===== config.mk =====
export PLATFORM = sky130hd
export DESIGN_NAME = metronome_beat_bar_generator
export DESIGN_NICKNAME = d
export VERILOG_FILES = /design/src/design/mbbg_pkg.sv /design/src/design/metronome_beat_bar_generator.sv
export SDC_FILE = /design/constraint.sdc
export NUM_CORES = 1
export LEC_CHECK = 0
export BUFFER_PORTS_ARGS = -buffer_cell sky130_fd_sc_hd__buf_2
export CAP_MARGIN = 10
export CORE_UTILIZATION = 40
export CTS_CLUSTER_DIAMETER = 100
export CTS_CLUSTER_SIZE = 16
export DETAILED_ROUTE_END_ITERATION = 12
export HOLD_SLACK_MARGIN = 0.08
export SLEW_MARGIN = 30
export SYNTH_ARGS = -nofsm -noshare
export SYNTH_HDL_FRONTEND = slang
export SYNTH_SLANG_ARGS = --single-unit

===== constraint.sdc =====
create_clock -name clk -period 18.3 [get_ports clk]
set_clock_uncertainty 0.2 [all_clocks]
set_input_delay 0.915 -clock clk [delete_from_list [all_inputs] [get_ports clk]]
set_output_delay 0.915 -clock clk [all_outputs]
set_load 0.02 [all_outputs]

===== src/design/mbbg_pkg.sv =====
// mbbg_pkg: shared types, register map and bar helpers for the metronome
// beat and bar generator. No dependencies.

package mbbg_pkg;

  localparam int MAX_BARS   = 8;
  localparam int TIME_W     = 48;
  localparam int PERIOD_W   = 32;
  localparam int BEAT_W     = 8;
  localparam int BAR_W      = 3;
  localparam int AMP_W      = 16;
  localparam int CFG_DATA_W = 64;
  localparam int CFG_ADDR_W = 6;

  typedef logic [2:0] reg_idx_t;

  localparam reg_idx_t REG_PERIOD    = 3'd0;
  localparam reg_idx_t REG_BEATS     = 3'd1;
  localparam reg_idx_t REG_BAR_COUNT = 3'd2;
  localparam reg_idx_t REG_SYNC      = 3'd3;
  localparam reg_idx_t REG_AMP_FIRST = 3'd4;
  localparam reg_idx_t REG_AMP_OTHER = 3'd5;
  localparam reg_idx_t REG_BYPASS    = 3'd6;

  typedef enum logic [2:0] {
    ST_IDLE = 3'b001,
    ST_DIV  = 3'b010,
    ST_FIN  = 3'b100
  } state_t;

  // beats of a bar from the packed table, one byte per bar
  function automatic logic [BEAT_W-1:0] bar_beats(input logic [63:0] table_bits,
                                                  input logic [BAR_W-1:0] bar);
    bar_beats = table_bits[{bar, 3'b000} +: BEAT_W];
  endfunction

  // advance the bar position, wrapping at the clamped bar count
  function automatic logic [BAR_W-1:0] next_bar(input logic [BAR_W-1:0] bar,
                                                input logic [3:0] count);
    logic [3:0]       n;
    logic [BAR_W-1:0] p;
    n = count;
    if (n == 4'd0) n = 4'd1;
    if (n > 4'(MAX_BARS)) n = 4'(MAX_BARS);
    p = bar + 3'd1;
    if ({1'b0, p} >= n) p = '0;
    next_bar = p;
  endfunction

endpackage


===== src/design/metronome_beat_bar_generator.sv =====
// metronome_beat_bar_generator: click amplitude and beat/bar position per
// audio sample tick, with a bit-serial divider for sync mode.
// Depends on mbbg_pkg.
//
//  port group   dir  role
//  s_*          in   sample tick item: object_time, rolling
//  m_*          out  click item: amplitude, on_beat, downbeat, beat, bar
//  p*           in   register access, 64-bit data, register i at 8*i
//
// free-run items take an update step in ST_IDLE and a result step in ST_FIN.
// sync items take an accept step, the restoring divider steps in ST_DIV
// (one quotient bit a cycle, folded into the modulo-beats remainder
// as it appears) and a result step in ST_FIN.
// rst is synchronous; registers return to their reset values, position is 0.
// a held result stalls only the result cycle; the next item is taken after.

module metronome_beat_bar_generator (
  input  logic        clk,
  input  logic        rst,
  input  logic        s_tvalid,
  output logic        s_tready,
  input  logic [55:0] s_tdata,   // [47:0] object_time, [48] rolling, rest zero
  output logic        m_tvalid,
  input  logic        m_tready,
  output logic [31:0] m_tdata,   // [15:0] click_amplitude, [16] on_beat,
                                 // [17] downbeat, [25:18] beat_index,
                                 // [28:26] bar_index, rest zero
  input  logic        psel,
  input  logic        penable,
  input  logic        pwrite,
  input  logic [mbbg_pkg::CFG_ADDR_W-1:0] paddr,
  input  logic [mbbg_pkg::CFG_DATA_W-1:0] pwdata,
  output logic [mbbg_pkg::CFG_DATA_W-1:0] prdata,
  output logic        pready
);
  import mbbg_pkg::*;

  localparam int DIV_STEPS = TIME_W;
  localparam int CNT_W     = $clog2(DIV_STEPS);

  // configuration registers
  logic [PERIOD_W-1:0] period_samples;
  logic [63:0]         beats_table;
  logic [3:0]          bar_count;
  logic                sync_mode;
  logic [AMP_W-1:0]    amp_first;
  logic [AMP_W-1:0]    amp_other;
  logic                bypass_on;

  // position state
  logic [PERIOD_W-1:0] sample_in_beat;
  logic [BEAT_W-1:0]   beat_count;
  logic [BAR_W-1:0]    bar_pos;

  state_t state;
  logic   rolling;

  // divider
  logic [TIME_W-1:0]   dvd;
  logic [PERIOD_W-1:0] rem;
  logic [BEAT_W-1:0]   macc;
  logic [CNT_W-1:0]    cnt;

  logic [PERIOD_W-1:0] period_eff;
  logic [BEAT_W-1:0]   nb;
  logic                cfg_wr;
  reg_idx_t            cfg_idx;
  logic                s_acc;
  logic                out_load;

  logic [PERIOD_W:0]   trial;
  logic                qbit;
  logic [PERIOD_W-1:0] rem_next;
  logic [BEAT_W:0]     mtrial;
  logic [BEAT_W-1:0]   macc_next;
  logic [BEAT_W-1:0]   beat_inc;

  logic                beat_now;
  logic [AMP_W-1:0]    amp;

  assign pready     = 1'b1;
  assign cfg_idx    = paddr[CFG_ADDR_W-1:3];
  assign cfg_wr     = psel & penable & pwrite & pready;
  assign period_eff = (period_samples == '0) ? PERIOD_W'(1) : period_samples;
  assign nb         = bar_beats(beats_table, bar_pos);

  assign s_tready = (state == ST_IDLE);
  assign s_acc    = s_tvalid & s_tready;
  assign out_load = (state == ST_FIN) & (~m_tvalid | m_tready);

  // one restoring step; the quotient bit also feeds the modulo-beats remainder
  assign trial     = {rem, dvd[TIME_W-1]};
  assign qbit      = trial >= {1'b0, period_eff};
  assign rem_next  = qbit ? PERIOD_W'(trial - {1'b0, period_eff}) : trial[PERIOD_W-1:0];
  assign mtrial    = {macc, qbit};
  assign macc_next = (mtrial >= {1'b0, nb}) ? BEAT_W'(mtrial - {1'b0, nb})
                                            : mtrial[BEAT_W-1:0];
  assign beat_inc  = beat_count + BEAT_W'(1);

  assign beat_now = (sample_in_beat == '0) & ~(sync_mode & ~rolling);
  assign amp      = (beat_now & ~bypass_on)
                    ? ((beat_count != '0) ? amp_other : amp_first) : '0;

  always_comb begin
    case (cfg_idx)
      REG_PERIOD:    prdata = CFG_DATA_W'(period_samples);
      REG_BEATS:     prdata = beats_table;
      REG_BAR_COUNT: prdata = CFG_DATA_W'(bar_count);
      REG_SYNC:      prdata = CFG_DATA_W'(sync_mode);
      REG_AMP_FIRST: prdata = CFG_DATA_W'(amp_first);
      REG_AMP_OTHER: prdata = CFG_DATA_W'(amp_other);
      REG_BYPASS:    prdata = CFG_DATA_W'(bypass_on);
      default:       prdata = '0;
    endcase
  end

  always_ff @(posedge clk) begin
    if (rst) begin
      period_samples <= PERIOD_W'(24000);
      beats_table    <= 64'd4;
      bar_count      <= 4'd1;
      sync_mode      <= 1'b0;
      amp_first      <= AMP_W'(131);
      amp_other      <= AMP_W'(66);
      bypass_on      <= 1'b0;
    end else if (cfg_wr) begin
      case (cfg_idx)
        REG_PERIOD:    period_samples <= pwdata[PERIOD_W-1:0];
        REG_BEATS:     beats_table    <= pwdata;
        REG_BAR_COUNT: bar_count      <= pwdata[3:0];
        REG_SYNC:      sync_mode      <= pwdata[0];
        REG_AMP_FIRST: amp_first      <= pwdata[AMP_W-1:0];
        REG_AMP_OTHER: amp_other      <= pwdata[AMP_W-1:0];
        REG_BYPASS:    bypass_on      <= pwdata[0];
        default: begin
        end
      endcase
    end
  end

  always_ff @(posedge clk) begin
    if (rst) begin
      state          <= ST_IDLE;
      sample_in_beat <= '0;
      beat_count     <= '0;
      bar_pos        <= '0;
      m_tvalid       <= 1'b0;
      cnt            <= '0;
    end else begin
      if (out_load) begin
        m_tvalid <= 1'b1;
      end else if (m_tready) begin
        m_tvalid <= 1'b0;
      end
      case (state)
        ST_IDLE: begin
          if (s_acc) begin
            rolling <= s_tdata[TIME_W];
            if (sync_mode) begin
              dvd   <= s_tdata[TIME_W-1:0];
              rem   <= '0;
              macc  <= '0;
              cnt   <= '0;
              state <= ST_DIV;
            end else begin
              if (sample_in_beat >= period_eff) begin
                sample_in_beat <= '0;
                if (beat_inc >= nb) begin
                  beat_count <= '0;
                  bar_pos    <= next_bar(bar_pos, bar_count);
                end else begin
                  beat_count <= beat_inc;
                end
              end
              state <= ST_FIN;
            end
          end
        end
        ST_DIV: begin
          dvd  <= {dvd[TIME_W-2:0], 1'b0};
          rem  <= rem_next;
          macc <= macc_next;
          cnt  <= cnt + CNT_W'(1);
          if (cnt == CNT_W'(DIV_STEPS - 1)) begin
            sample_in_beat <= rem_next;
            // a bar with no beats moves straight on to the next bar
            if (nb != '0) begin
              beat_count <= macc_next;
            end else begin
              beat_count <= '0;
              bar_pos    <= next_bar(bar_pos, bar_count);
            end
            state <= ST_FIN;
          end
        end
        ST_FIN: begin
          if (out_load) begin
            m_tdata <= {3'b000, bar_pos, beat_count, (beat_count == '0), beat_now, amp};
            sample_in_beat <= sample_in_beat + PERIOD_W'(1);
            state          <= ST_IDLE;
          end
        end
        default: state <= ST_IDLE;
      endcase
    end
  end

  a_rise_from_fin: assert property (@(posedge clk) disable iff (rst)
    $rose(m_tvalid) |-> $past(state == ST_FIN))
    else $error("result item appeared outside the result cycle");

  a_div_count: assert property (@(posedge clk) disable iff (rst)
    (state == ST_DIV && cnt != CNT_W'(DIV_STEPS - 1))
      |=> (state == ST_DIV && cnt == $past(cnt) + CNT_W'(1)))
    else $error("divider left early or skipped a step");

  a_fin_hold: assert property (@(posedge clk) disable iff (rst)
    (state == ST_FIN && m_tvalid && !m_tready) |=> (state == ST_FIN))
    else $error("result overwritten while output stalled");

endmodule


==> impl_metrics.tcl <==
set metrics [dict create \
    synth_cell_types 93 \
    crit_arrival_ns 5.96 \
    ys_warn_count 0 \
    syn_area_mm2 0.0176 \
    power_density_mw_per_mm2 67.7 \
    start_util_pct 40.7 \
    crit_fanout 28 \
    num_antenna_cells 0 \
    cp_cell_sequence "nor4_1, nand4_1, o21bai_1, ha_1, nand2b_1, a211oi_1, o21ai_1, a2111oi_2, nor2_4, nand2_8, inv_4, ha_1, nand4_1, nand2_1, a211oi_1, o21ai_1, or2_1, o21ai_0, nor2_1" \
    timing.rr.end "macc[7]" \
    clockRootBuffer "clkbuf_16" \
    worstHoldStart "beats_table[50]" \
    utilization_pct 45.8 \
    via_per_inst 5.66 \
    rows 76 \
    vias 15708 \
    dp_hpwl_um 38800 \
    synth.area.top_cells "dfxtp_1 21%, edfxtp_1 20%, nand2_1 11%" \
    dpl_cell_area_mm2 0.0191 \
    grt_max_degree 88 \
    clock_path_buffers 3 \
    grt_pass1_vias 14872 \
    vdd.ir_drop.worst_v 0.0000750 \
    rsz0062_at_grt "false" \
    stdcell_area_mm2 0.0198 \
    clkLatencyLatePin_ns 0.56 \
    firstDrtPassIters 5 \
    cp-start-kind "register" \
    slowest_stage "nor4_1" \
    numCtsBuffers 23 \
    antenna_found_initial 0 \
    cts-resized-gates 0 \
    seq_area_frac_synth_pct 41.5 \
    track_usage_pct 24.3 \
    drc 0 \
    hold_end "beats_table[50]" \
    fp.dieH_um 212 \
    slew_headroom_pct 32.8 \
    core_mm2 0.0432 \
    setup_viol 0 \
    status "finished clean" \
    tritoncts "done" \
    finalHoldViolCount 0 \
    clkTransAtPathRegs_ns 0.07 \
    portBuffers 217 \
    async_reset_ff_share_pct 0 \
    whs_path_depth 2 \
    cp.required_ns 18.36 \
    reg2regPathDepth 19 \
    preCtsSetupSlack_ns 12.56 \
    cts-hold-fix-buffers 0 \
    drt_iter0_markers 1481 \
    synth_edf_count 118 \
    final_cell_mix "516 x nand2_1, 216 x buf_2, 202 x a21oi_1, 187 x dfxtp_1, 118 x edfxtp_1" \
    postCtsSetupRepairBufs 0 \
    post-route-period-util_pct 32.2 \
    dieArea_mm2 0.0447 \
    fin_ws_ns 12.40 \
    synth_flop_cell "dfxtp_1" \
    slew_viol_final 0 \
    max_freq_mhz 170 \
    drv_cap 0 \
    post-route-min-period_ns 5.90 \
    mostFrequentLayoutCell "nand2_1" \
    hp-class "reg2reg" \
    grt_pass1_wl_um 85200 \
    crit_path_end_kind "register" \
    routed_wl_um 54900 \
    postSynthAreaPerCell_um2 8.66 \
    ioPinCount 232 \
    crit_type "reg2reg" \
    synthCells 2029 \
    area_growth_pct 12.7 \
    finalNetCount 2401 \
    synth-seq-cells 305 \
    cpPeakStageDelay_ns 0.47 \
    synth_top_area_share_pct 21.3 \
    fp.dieW_um 212 \
    wl_per_cell_um 19.8 \
    fillCellCount 4289 \
    ant_nets 0 \
    r2r_start "period_samples[24]" \
    cts_sinks 305 \
    rrSetupSlack_ns 12.40 \
    synth_largest_area_cell "dfxtp_1" \
    grt.overflow.total 0 \
    tns_ns 0 \
    p_leak_nw 7.73 \
    gp_congestion 0.938 \
    tightest_slew_ns 0.980 \
    htreeDepth 1 \
    drive_gt1_share_pct 15.9 \
]
## synthesized netlist by cell type, drive strengths merged (7+ instances only)
library cell,number
a211oi,20
a21o,18
a21oi,204
a221oi,7
a22o,19
a311oi,8
a31oi,13
a32o,12
and2,42
and3,14
buf,20
clkbuf,98
dfxtp,187
edfxtp,118
ha,89
inv,59
mux2i,32
mux4,31
nand2,521
nand2b,12
nand3,47
nand4,24
nor2,96
nor2b,22
nor3,29
nor4,18
o211ai,14
o21ai,80
o221a,10
o22ai,9
or2,11
or3,11
xnor2,21
xor2,19
## logic make-up (layout without fill, tap and decap cells)
logic type                 after synthesis  after routing  share of synthesized area, %
AOI/OAI and AO/OA                      473            473                          17.5
buffers and inverters                  178            338                          4.10
muxes                                   65             65                          5.93
other                                    2              4                        0.0428
xor gates and xnor gates                40             40                          1.99
DFF                                    305            305                          41.5
adders and majority gates               91             91                          6.57
and+or+nand+nor                        875            875                          22.4
## worst max path at each step
| stage | from | endpoint | slack (ns) | depth (start not counted) |
|---|---|---|---|---|
| 5_1_grt | period_samples[24] | macc[7] | 12.07 | 19 |
| 2_1_floorplan | rst | dvd[0] | 10.14 | 3 |
| 4_1_cts | period_samples[24] | macc[7] | 12.50 | 19 |
| 3_5_place_dp | period_samples[24] | macc[7] | 12.56 | 19 |
| 6_report | period_samples[24] | macc[7] | 12.40 | 19 |
| 3_3_place_gp | period_samples[24] | macc[7] | 12.66 | 19 |
## stage by stage
step | cells | total power, mW | hold WS [ns]
2_1_floorplan | 2031 | 0.803 | 0.206
3_3_place_gp | 2736 | 0.850 | 0.251
3_5_place_dp | 2736 | 0.852 | 0.259
4_1_cts | 2775 | 1.35 | 0.270
5_1_grt | 2776 | 1.39 | 0.293
6_report | 2776 | 1.34 | 0.267
## per-layer routing
| metal | wire (um) | vias to the layer above | share of wire [%] | GRT usage [%] |
|---|---|---|---|---|
| li1 | - | 7527 | - | - |
| met1 | 24700 | 7561 | 45 | 34.4 |
| met2 | 24800 | 543 | 45 | 37.9 |
| met3 | 4100 | 77 | 7.5 | 4.11 |
| met4 | 1370 | 0 | 2.5 | 6.52 |
| met5 | 0 | - | 0 | 0 |
## area by class of cell
type                            count  area, um^2  share of cell area (%)
Clock inverter                      2        33.8                   0.171
Multi-Input combinational cell   1548        9610                    48.5
Inverter                           60         229                    1.16
Clock buffer                       37         628                    3.17
Timing Repair Buffer              239        1270                    6.44
Sequential cell                   305        7290                    36.8
Tap cell                          585         732                    3.70
## report_power, final
part	internal (mW)	switching, mW	total, mW	leakage (nW)
clock	0.244	0.258	0.502	0.320
combinational	0.0405	0.0841	0.125	4.78
sequential	0.708	0.00587	0.714	2.63
## registers in the layout, summed over array words and instances (netlist names), 4 cells and up
name / count
cnt: 6
amp_first: 16
dvd: 48
beat_count: 8
period_samples: 32
rem: 32
bar_count: 4
m_tdata: 29
macc: 8
sample_in_beat: 32
amp_other: 16
beats_table: 64
## critical path, delay by kind of cell, from the launching register on
kind	cells	cell delay (ns)
flops	1	0.35
fa+ha+maj	2	0.59
compound gates	7	1.93
buf+inv	1	0.30
simple gates	9	2.23
(Power assumes the default switching activity.)
